### config.mk
export PLATFORM = sky130hd
export DESIGN_NAME = bit_field_stream_packer_core
export DESIGN_NICKNAME = d
export VERILOG_FILES = /design/src/bfsp_pkg.sv /design/src/bfsp_ram.sv /design/src/bfsp_ctrl.sv /design/src/bfsp_datapath.sv /design/src/bit_field_stream_packer_core.sv
export SDC_FILE = /design/constraint.sdc
export NUM_CORES = 2
export LEC_CHECK = 0
export ABC_CLOCK_PERIOD_IN_PS = 41300
export BUFFER_PORTS_ARGS = -buffer_cell sky130_fd_sc_hd__buf_4
export CAP_MARGIN = 20
export CORE_ASPECT_RATIO = 0.9
export CORE_MARGIN = 3
export CORE_UTILIZATION = 63
export CTS_BUF_LIST = sky130_fd_sc_hd__clkbuf_16
export DETAILED_ROUTE_END_ITERATION = 6
export PLACE_DENSITY = 0.77
export SYNTH_ARGS = -nofsm -noshare
export SYNTH_HDL_FRONTEND = slang
export SYNTH_SLANG_ARGS = --single-unit
### constraint.sdc
create_clock -name clk -period 41.3 [get_ports clk]
set_input_delay 0 -clock clk [delete_from_list [all_inputs] [get_ports clk]]
set_output_delay 0 -clock clk [all_outputs]
set_load 0.02 [all_outputs]
### src/bfsp_pkg.sv
// Shared constants, types and bit-ordering functions of the bit field stream packer.
package bfsp_pkg;

	localparam int CAPACITY_BYTES = 256;
	localparam int CAP_BITS       = CAPACITY_BYTES * 8;
	localparam int ADDR_W         = $clog2(CAPACITY_BYTES);
	localparam int POS_W          = $clog2(CAP_BITS + 1);
	localparam int BYTE_W         = 8;
	localparam int VALUE_W        = 64;
	localparam int WIDTH_W        = 7;
	localparam int MODE_W         = 3;
	localparam int STATUS_W       = 2;
	localparam int POSITION_OUT_W = 12;
	localparam int LANES          = VALUE_W / BYTE_W;
	localparam int WIN_BYTES      = LANES + 1;
	localparam int WIN_W          = WIN_BYTES * BYTE_W;
	localparam int CNT_W          = $clog2(WIN_BYTES + 1);

	localparam logic [MODE_W-1:0] MODE_WRITE  = 3'd0;
	localparam logic [MODE_W-1:0] MODE_READ   = 3'd1;
	localparam logic [MODE_W-1:0] MODE_ALIGN  = 3'd2;
	localparam logic [MODE_W-1:0] MODE_CLEAR  = 3'd3;
	localparam logic [MODE_W-1:0] MODE_REWIND = 3'd4;

	localparam logic [WIDTH_W-1:0] MAX_FIELD_W = 7'd64;

	typedef enum logic [STATUS_W-1:0] {
		ST_OK        = 2'd0,
		ST_READ_PAST = 2'd1,
		ST_CAPACITY  = 2'd2,
		ST_PROTECTED = 2'd3
	} status_t;

	typedef struct packed {
		logic load;
		logic decide;
		logic step;
		logic publish;
	} ctrl_cmd_t;

	typedef struct packed {
		logic need_access;
		logic access_done;
		logic out_free;
	} dp_status_t;

	// Number of field bits that fall into chunk i: eight, the short tail, or none.
	function automatic logic [3:0] lane_size(input logic [WIDTH_W-1:0] w, input int i);
		logic [WIDTH_W:0] lo;
		logic [WIDTH_W:0] wx;
		lo = (WIDTH_W + 1)'(BYTE_W * i);
		wx = {1'b0, w};
		if (wx >= lo + (WIDTH_W + 1)'(BYTE_W))
			return 4'd8;
		else if (wx > lo)
			return 4'(wx - lo);
		else
			return 4'd0;
	endfunction

	// Reorders a field so that stream bit j lands at bit (63 - j).
	function automatic logic [VALUE_W-1:0] pack_order(input logic [VALUE_W-1:0] v,
			input logic [WIDTH_W-1:0] w);
		logic [VALUE_W-1:0] t;
		logic [3:0] c;
		logic [BYTE_W-1:0] b;
		t = '0;
		for (int i = 0; i < LANES; i++) begin
			c = lane_size(w, i);
			b = v[BYTE_W*i +: BYTE_W] << (4'd8 - c);
			t[VALUE_W-1-BYTE_W*i -: BYTE_W] = b;
		end
		return t;
	endfunction

	// Inverse of pack_order on a left-justified, masked stream word.
	function automatic logic [VALUE_W-1:0] unpack_order(input logic [VALUE_W-1:0] u,
			input logic [WIDTH_W-1:0] w);
		logic [VALUE_W-1:0] v;
		logic [3:0] c;
		logic [BYTE_W-1:0] b;
		v = '0;
		for (int i = 0; i < LANES; i++) begin
			c = lane_size(w, i);
			b = u[VALUE_W-1-BYTE_W*i -: BYTE_W] >> (4'd8 - c);
			v[BYTE_W*i +: BYTE_W] = b;
		end
		return v;
	endfunction

endpackage

### src/bfsp_ram.sv
// Generic simple dual-port RAM with one write port and a registered read port.
module bfsp_ram #(
	parameter int WIDTH = 8,
	parameter int DEPTH = 256,
	localparam int AW = $clog2(DEPTH)
) (
	input  logic             clk,
	input  logic             we,
	input  logic [AW-1:0]    waddr,
	input  logic [WIDTH-1:0] wdata,
	input  logic             re,
	input  logic [AW-1:0]    raddr,
	output logic [WIDTH-1:0] rdata
);

	logic [WIDTH-1:0] mem [DEPTH];
	logic [WIDTH-1:0] rdata_q;

	always_ff @(posedge clk) begin
		if (we)
			mem[waddr] <= wdata;
		if (re)
			rdata_q <= mem[raddr];
	end

	assign rdata = rdata_q;

endmodule

### src/bfsp_ctrl.sv
// Controller state machine sequencing one beat: decide, byte access if needed, result.
module bfsp_ctrl (
	input  logic                  clk,
	input  logic                  arst_n,
	input  logic                  in_valid,
	output logic                  in_ready,
	input  bfsp_pkg::dp_status_t  sts,
	output bfsp_pkg::ctrl_cmd_t   cmd
);
	import bfsp_pkg::*;

	typedef enum logic [3:0] {
		S_IDLE   = 4'b0001,
		S_DECIDE = 4'b0010,
		S_ACCESS = 4'b0100,
		S_FINISH = 4'b1000
	} state_t;

	state_t state_q;
	state_t state_d;

	always_comb begin
		state_d     = state_q;
		cmd         = '0;
		in_ready    = 1'b0;
		unique case (state_q)
			S_IDLE: begin
				in_ready = 1'b1;
				if (in_valid) begin
					cmd.load = 1'b1;
					state_d  = S_DECIDE;
				end
			end
			S_DECIDE: begin
				cmd.decide = 1'b1;
				state_d    = sts.need_access ? S_ACCESS : S_FINISH;
			end
			S_ACCESS: begin
				cmd.step = 1'b1;
				if (sts.access_done)
					state_d = S_FINISH;
			end
			S_FINISH: begin
				if (sts.out_free) begin
					cmd.publish = 1'b1;
					state_d     = S_IDLE;
				end
			end
			default: begin
				state_d = S_IDLE;
			end
		endcase
	end

	always_ff @(posedge clk or negedge arst_n) begin
		if (!arst_n)
			state_q <= S_IDLE;
		else
			state_q <= state_d;
	end

endmodule

### src/bfsp_datapath.sv
// Datapath with position registers, byte store, access window and result register.
module bfsp_datapath (
	input  logic                                   clk,
	input  logic                                   arst_n,
	input  bfsp_pkg::ctrl_cmd_t                    cmd,
	output bfsp_pkg::dp_status_t                   sts,
	input  logic                                   cfg_valid,
	input  logic                                   write_protect,
	input  logic [bfsp_pkg::MODE_W-1:0]            mode,
	input  logic [bfsp_pkg::VALUE_W-1:0]           field_value,
	input  logic [bfsp_pkg::WIDTH_W-1:0]           field_width,
	output logic                                   out_valid,
	input  logic                                   out_ready,
	output logic [bfsp_pkg::VALUE_W-1:0]           read_value,
	output logic [bfsp_pkg::POSITION_OUT_W-1:0]    position_bits,
	output logic [bfsp_pkg::STATUS_W-1:0]          status
);
	import bfsp_pkg::*;

	logic                      wp_q;
	logic [MODE_W-1:0]         mode_q;
	logic [VALUE_W-1:0]        val_q;
	logic [WIDTH_W-1:0]        w_q;
	logic [POS_W-1:0]          pos_q;
	logic [POS_W-1:0]          written_q;
	logic [CAPACITY_BYTES-1:0] vld_q;
	status_t                   st_q;
	logic                      rd_ok_q;
	logic [ADDR_W-1:0]         base_q;
	logic [2:0]                off_q;
	logic [CNT_W-1:0]          nb_q;
	logic [CNT_W-1:0]          cnt_q;
	logic                      rvld_q;
	logic [0:WIN_BYTES-1][BYTE_W-1:0] win_q;
	logic [0:WIN_BYTES-1][BYTE_W-1:0] rbuf_q;
	logic                      out_valid_q;
	logic [VALUE_W-1:0]        read_value_q;
	logic [POS_W-1:0]          position_q;
	status_t                   status_q;

	logic [POS_W:0]   end_sum;
	logic [POS_W:0]   align_pos;
	logic [POS_W:0]   cap_bits;
	logic             write_ok;
	logic             read_ok;
	status_t          dec_status;
	logic [7:0]       nb_sum;
	logic             rd_en;
	logic             handle;
	logic             we;
	logic [CNT_W-1:0] hidx;
	logic [ADDR_W-1:0] raddr;
	logic [ADDR_W-1:0] waddr;
	logic [BYTE_W-1:0] rdata;
	logic [BYTE_W-1:0] old_byte;
	logic [BYTE_W-1:0] wdata;
	logic [WIN_W-1:0]  rshift;
	logic [VALUE_W-1:0] field_mask;
	logic [VALUE_W-1:0] rv;

	assign cap_bits  = (POS_W + 1)'(CAP_BITS);
	assign end_sum   = {1'b0, pos_q} + (POS_W + 1)'(w_q);
	assign align_pos = {1'b0, pos_q} + (POS_W + 1)'(4'd8 - {1'b0, pos_q[2:0]});
	assign write_ok  = (mode_q == MODE_WRITE) && (w_q != '0) && !wp_q && (end_sum <= cap_bits);
	assign read_ok   = (mode_q == MODE_READ) && (w_q != '0) && (end_sum <= {1'b0, written_q});
	assign nb_sum    = 8'(pos_q[2:0]) + 8'(w_q) + 8'd7;

	always_comb begin
		dec_status = ST_OK;
		unique case (mode_q)
			MODE_WRITE: begin
				if (w_q != '0) begin
					if (wp_q)
						dec_status = ST_PROTECTED;
					else if (end_sum > cap_bits)
						dec_status = ST_CAPACITY;
				end
			end
			MODE_READ: begin
				if ((w_q != '0) && (end_sum > {1'b0, written_q}))
					dec_status = ST_READ_PAST;
			end
			MODE_ALIGN: begin
				if (align_pos > cap_bits)
					dec_status = ST_CAPACITY;
			end
			default: begin
				dec_status = ST_OK;
			end
		endcase
	end

	// Byte access sequence: a read is issued for byte cnt, byte cnt - 1 is handled.
	assign hidx     = cnt_q - CNT_W'(1);
	assign rd_en    = cmd.step && (cnt_q < nb_q);
	assign handle   = cmd.step && (cnt_q != '0);
	assign we       = handle && (mode_q == MODE_WRITE);
	assign raddr    = base_q + ADDR_W'(cnt_q);
	assign waddr    = base_q + ADDR_W'(hidx);
	assign old_byte = rvld_q ? rdata : '0;
	assign wdata    = old_byte | win_q[hidx];

	bfsp_ram #(
		.WIDTH(BYTE_W),
		.DEPTH(CAPACITY_BYTES)
	) u_store (
		.clk  (clk),
		.we   (we),
		.waddr(waddr),
		.wdata(wdata),
		.re   (rd_en),
		.raddr(raddr),
		.rdata(rdata)
	);

	assign sts.need_access = write_ok || read_ok;
	assign sts.access_done = cmd.step && (cnt_q == nb_q);
	assign sts.out_free    = !out_valid_q || out_ready;

	assign rshift     = rbuf_q << off_q;
	assign field_mask = ~({VALUE_W{1'b1}} >> w_q);
	assign rv         = rd_ok_q ? unpack_order(rshift[WIN_W-1 -: VALUE_W] & field_mask, w_q)
	                            : '0;

	always_ff @(posedge clk or negedge arst_n) begin
		if (!arst_n) begin
			wp_q      <= 1'b0;
			pos_q     <= '0;
			written_q <= '0;
			vld_q     <= '0;
		end else begin
			if (cfg_valid)
				wp_q <= write_protect;
			if (cmd.decide) begin
				unique case (mode_q)
					MODE_WRITE: begin
						if (write_ok) begin
							pos_q <= end_sum[POS_W-1:0];
							if (end_sum[POS_W-1:0] > written_q)
								written_q <= end_sum[POS_W-1:0];
						end
					end
					MODE_READ: begin
						if (read_ok)
							pos_q <= end_sum[POS_W-1:0];
					end
					MODE_ALIGN: begin
						if (align_pos <= cap_bits)
							pos_q <= align_pos[POS_W-1:0];
					end
					MODE_CLEAR: begin
						pos_q     <= '0;
						written_q <= '0;
						vld_q     <= '0;
					end
					MODE_REWIND: begin
						pos_q <= '0;
					end
					default: begin
						pos_q <= pos_q;
					end
				endcase
			end
			if (we)
				vld_q[waddr] <= 1'b1;
		end
	end

	always_ff @(posedge clk) begin
		if (cmd.load) begin
			mode_q <= mode;
			val_q  <= field_value;
			w_q    <= (field_width > MAX_FIELD_W) ? MAX_FIELD_W : field_width;
		end
		if (cmd.decide) begin
			st_q    <= dec_status;
			rd_ok_q <= read_ok;
			base_q  <= pos_q[ADDR_W+2:3];
			off_q   <= pos_q[2:0];
			nb_q    <= nb_sum[CNT_W+2:3];
			cnt_q   <= '0;
			win_q   <= {pack_order(val_q, w_q), 8'h00} >> pos_q[2:0];
		end
		if (cmd.step)
			cnt_q <= cnt_q + CNT_W'(1);
		if (rd_en)
			rvld_q <= vld_q[raddr];
		if (handle && (mode_q == MODE_READ))
			rbuf_q[hidx] <= old_byte;
		if (cmd.publish) begin
			read_value_q <= rv;
			position_q   <= pos_q;
			status_q     <= st_q;
		end
	end

	always_ff @(posedge clk or negedge arst_n) begin
		if (!arst_n)
			out_valid_q <= 1'b0;
		else if (cmd.publish)
			out_valid_q <= 1'b1;
		else if (out_ready)
			out_valid_q <= 1'b0;
	end

	assign out_valid     = out_valid_q;
	assign read_value    = read_value_q;
	assign position_bits = POSITION_OUT_W'(position_q);
	assign status        = status_q;

endmodule

### src/bit_field_stream_packer_core.sv
// Top level of the bit field stream packer: controller and datapath.
//
// Input channel (in_valid/in_ready) takes one beat of mode, field_value and
// field_width; the output channel (out_valid/out_ready) returns one beat of
// read_value, position_bits and status for every input beat, in order.
// The configuration channel (cfg_valid/cfg_ready) writes write_protect and is
// always ready; write it only while no beat is in flight.
// Writes and reads touch nb = ceil((position mod 8 + width) / 8) store bytes,
// one to nine, one byte per cycle through the byte-wide store ports; align,
// clear, rewind, rejected and zero-width beats skip the byte access.
// Reset clears the position, the written length, write_protect and the
// per-byte valid bits, so the whole store reads as zero at once; clear mode
// clears all of these but write_protect.
// A result waits in the output register while the receiver stalls; the next
// beat is accepted and worked on, and it holds in its final step until the
// output register frees.
module bit_field_stream_packer_core (
	input  logic                                clk,
	input  logic                                arst_n,
	input  logic                                in_valid,
	output logic                                in_ready,
	input  logic [bfsp_pkg::MODE_W-1:0]         mode,
	input  logic [bfsp_pkg::VALUE_W-1:0]        field_value,
	input  logic [bfsp_pkg::WIDTH_W-1:0]        field_width,
	output logic                                out_valid,
	input  logic                                out_ready,
	output logic [bfsp_pkg::VALUE_W-1:0]        read_value,
	output logic [bfsp_pkg::POSITION_OUT_W-1:0] position_bits,
	output logic [bfsp_pkg::STATUS_W-1:0]       status,
	input  logic                                cfg_valid,
	output logic                                cfg_ready,
	input  logic                                write_protect
);
	import bfsp_pkg::*;

	ctrl_cmd_t  cmd;
	dp_status_t sts;

	assign cfg_ready = 1'b1;

	bfsp_ctrl u_ctrl (
		.clk     (clk),
		.arst_n  (arst_n),
		.in_valid(in_valid),
		.in_ready(in_ready),
		.sts     (sts),
		.cmd     (cmd)
	);

	bfsp_datapath u_datapath (
		.clk          (clk),
		.arst_n       (arst_n),
		.cmd          (cmd),
		.sts          (sts),
		.cfg_valid    (cfg_valid),
		.write_protect(write_protect),
		.mode         (mode),
		.field_value  (field_value),
		.field_width  (field_width),
		.out_valid    (out_valid),
		.out_ready    (out_ready),
		.read_value   (read_value),
		.position_bits(position_bits),
		.status       (status)
	);

endmodule
==> key figures <==
Route
  – DR WL/cell: 34.6 um
  – Detail Route Antenna Nets: 0
  – Total number of vias: 66.6k
  – DR iter-0 viols: 10.6k
  – Via density: 7.12
  – Post-Route WL: 323 mm
  – DR pass1 iterations: 6
  – # DRC: 0

STA
  – Period utilization: 16.1%
  – Slew Limit Headroom: 3.72%
  – Measured slew at the worst slew-check pin: 1440 ps
  – Tmin final: 6650 ps
  – Unrepaired setup endpoints after global routing: false
  – F_max: 0.150 GHz
  – Slew Viols, Final: 0
  – Hold Vio Cnt, Final: 0
  – TNS Setup: 0 ps
  – Fin Clk Skew: 107 ps
  – WHS: 36.2 ps
  – Endpoints failing setup: 0

Final layout
  – Most frequent cells in the layout: edfxtp_1, mux4_2, nand2_1
  – Most common cell after layout, fill and taps aside: edfxtp_1
  – Reg area: 78400 um2
  – Multi-input logic area: 33500 um2
  – NumNets Final: 6882
  – Synth-to-Final Area Change: 11.8%
  – Fill cells: 10.4k
  – Layout cells sized above 1: 23.4%

Global route
  – Global Route Usage Sum: 34.7%
  – Vias in the first global route: 66.5k
  – First-pass GRT wire length: 465 mm
  – Grt ovf: 0
  – Antenna violations before repair: 9
  – Largest net degree at the start of global routing: 225

Die
  – Io pins: 161
  – Die width: 454 um
  – Initial Utilization: 63.6%
  – Die Area: 186000 um2
  – Placeable Area: 179000 um2
  – Std-Cell Rows: 147
  – Die H: 409 um

CTS
  – CTS max path bufs: 3
  – Post-CTS setup buffer count: 0
  – CTS Sinks: 2659
  – H-tree lvl count: 4
  – Reg clk slew, reported paths: 70 ps
  – CTS Buf Count: 238
  – Root Driver: clkbuf_16
  – Worst-Skew Late Latency: 920 ps
  – CTS tree: built

Setup path
  – Critical path class: reg -> reg
  – Critical path launch point type: flip-flop
  – CP Max Fanout: 144
  – CP Data Required Time: 41910 ps
  – CP endpoint kind: flip-flop
  – Worst Path Arrival: 7260 ps

Synth
  – Post-Syn Area: 114000 um2
  – Post-synth EDFFs: 2373
  – Yosys cell types: 89
  – Synth Register Bits: 2659
  – FFs w/ async S/R, synth: 10.8%
  – Syn Inst Count: 6492
  – Register area share after synthesis: 68.9%
  – Mapped Nets: 6628
  – Syn_area_per_cell: 17.5 um2
  – Synth warn: 0
  – Main synth FF type: edfxtp_1

Run
  – Max-cap violations: 0

Worst hold path
  – Hold Crit Class: in -> reg

Power
  – Cell Pwr Density: 61.4 nW/um2
  – P_leak: 42.8 nW
  – Peak supply drop: 64.9 uV
  – Design Power: 7.81 mW

Placed design
  – Routability cong.: 0.975
  – Dpl hpwl: 179 mm
  – PortBufs: 159

Status
  – Status: completed
[path summary, 6_finish.rpt]
kind | start | end | slack (ps) | cells past startpoint
hold reg to reg | u_datapath.st_q[1]$_SDFFCE_PN0N_ | u_datapath.status[1]$_DFFE_PP_ | 420 | 0
hold / removal | field_width[2] | u_datapath.w_q[2]$_SDFFCE_PN0P_ | 40 | 3
max in group asynchronous | arst_n | u_datapath.vld_q[25]$_DFF_PN0_ | 39340 | 5
setup / recovery | u_datapath.cnt_q[0]$_SDFFCE_PN0P_ | u_datapath.u_store.rdata[5]$_DFFE_PP_ | 34650 | 10
min in group asynchronous | arst_n | u_ctrl.state_q[0]$_DFFE_PN1P_ | 270 | 3
setup reg to reg | u_datapath.cnt_q[0]$_SDFFCE_PN0P_ | u_datapath.u_store.rdata[5]$_DFFE_PP_ | 34650 | 10
[cell families after synthesis]
group                    synth area share, %
AND/OR/NAND/NOR                         4.82
flip-flops                              68.9
adder cells (fa/ha/maj)                0.635
XOR/XNOR                               0.299
multiplexers                            19.1
buffers and inverters                   1.86
other                                0.00329
AO/OA/AOI/OAI                           4.39
[critical path, cell delays in order, from the launching register on]
cell and delay, ps:
edfxtp_1 500, ha_1 280, fa_4 1240, buf_12 710
buf_4 740, buf_12 530, mux4_2 410, mux4_2 570
mux4_2 500, o22ai_1 490, nor2_1 90
[Yosys cell counts (17+ instances only)]
cell | number | area share (%)
nor2_1 | 448 | 1.5
o211ai_1 | 23 | 0.15
nor2b_1 | 24 | 0.13
buf_1 | 59 | 0.19
nor3_1 | 70 | 0.31
o21ai_0 | 365 | 1.6
and2_1 | 44 | 0.24
buf_2 | 64 | 0.28
a21o_1 | 25 | 0.16
a211oi_1 | 35 | 0.23
xnor2_1 | 23 | 0.18
o21ai_1 | 17 | 0.075
nand2b_1 | 19 | 0.10
a21oi_1 | 131 | 0.58
edfxtp_1 | 2373 | 63
and3_1 | 20 | 0.11
or3_1 | 25 | 0.14
dfrtp_1 | 285 | 6.3
ha_1 | 53 | 0.58
mux4_2 | 828 | 16
o21a_1 | 26 | 0.17
o22ai_1 | 42 | 0.23
nand3_1 | 62 | 0.27
nand2_1 | 474 | 1.6
inv_1 | 68 | 0.22
mux2_2 | 76 | 0.75
mux2i_1 | 222 | 2.0
clkbuf_1 | 318 | 1.0
[layer usage]
layer  track usage, %  wire length (um)
met5                0                76
met4             16.9             18400
met3             6.88             33700
met2             54.9            158000
met1             47.2            113000
[area by class of cell]
type                            instances  share of cell area (%)
Sequential cell                      2659                    61.6
Clock inverter                        210                    1.37
Inverter                               82                   0.243
Antenna cell                            7                  0.0138
Timing Repair Buffer                  463                    3.33
Clock buffer                          240                    4.72
Multi-Input combinational cell       3302                    26.3
Tap cell                             2384                    2.34
[timing repair]
item                      CTS  global route
hold buffers              159             0
gates resized for setup     0             0
hold endpoints to repair  250             0
[power by group]
group / switching [mW] / total, mW / internal, mW
registers: 0.0476 / 3.25 / 3.21
clock network: 1.03 / 2.23 / 1.20
logic: 1.43 / 2.33 / 0.901
total: 2.51 / 7.81 / 5.30
[metrics by stage]
stage          utilization [%]  area (um2)  std cells  setup slack (ps)
2_1_floorplan                -      114000       6492             26280
3_3_place_gp              65.6      117000       8704             34840
3_5_place_dp              65.6      117000       8705             34840
4_1_cts                   70.8      127000       9314             34790
5_1_grt                   71.1      127000       9343             34440
6_report                  71.1      127000       9347             34650
[flip-flops by register name (all words and copies together), names as in the netlist, 7 cells and up]
name and count:
u_datapath.val_q 64, u_datapath.position_bits 12, u_datapath.win_q 71, u_datapath.written_q 12
u_datapath.u_store.mem 2048, u_datapath.w_q 7, u_datapath.vld_q 256, u_datapath.base_q 8
u_datapath.read_value 64, u_datapath.pos_q 12, u_datapath.u_store.rdata 8, u_datapath.rbuf_q 71
Note: power is estimated with default switching activity, not from simulation.
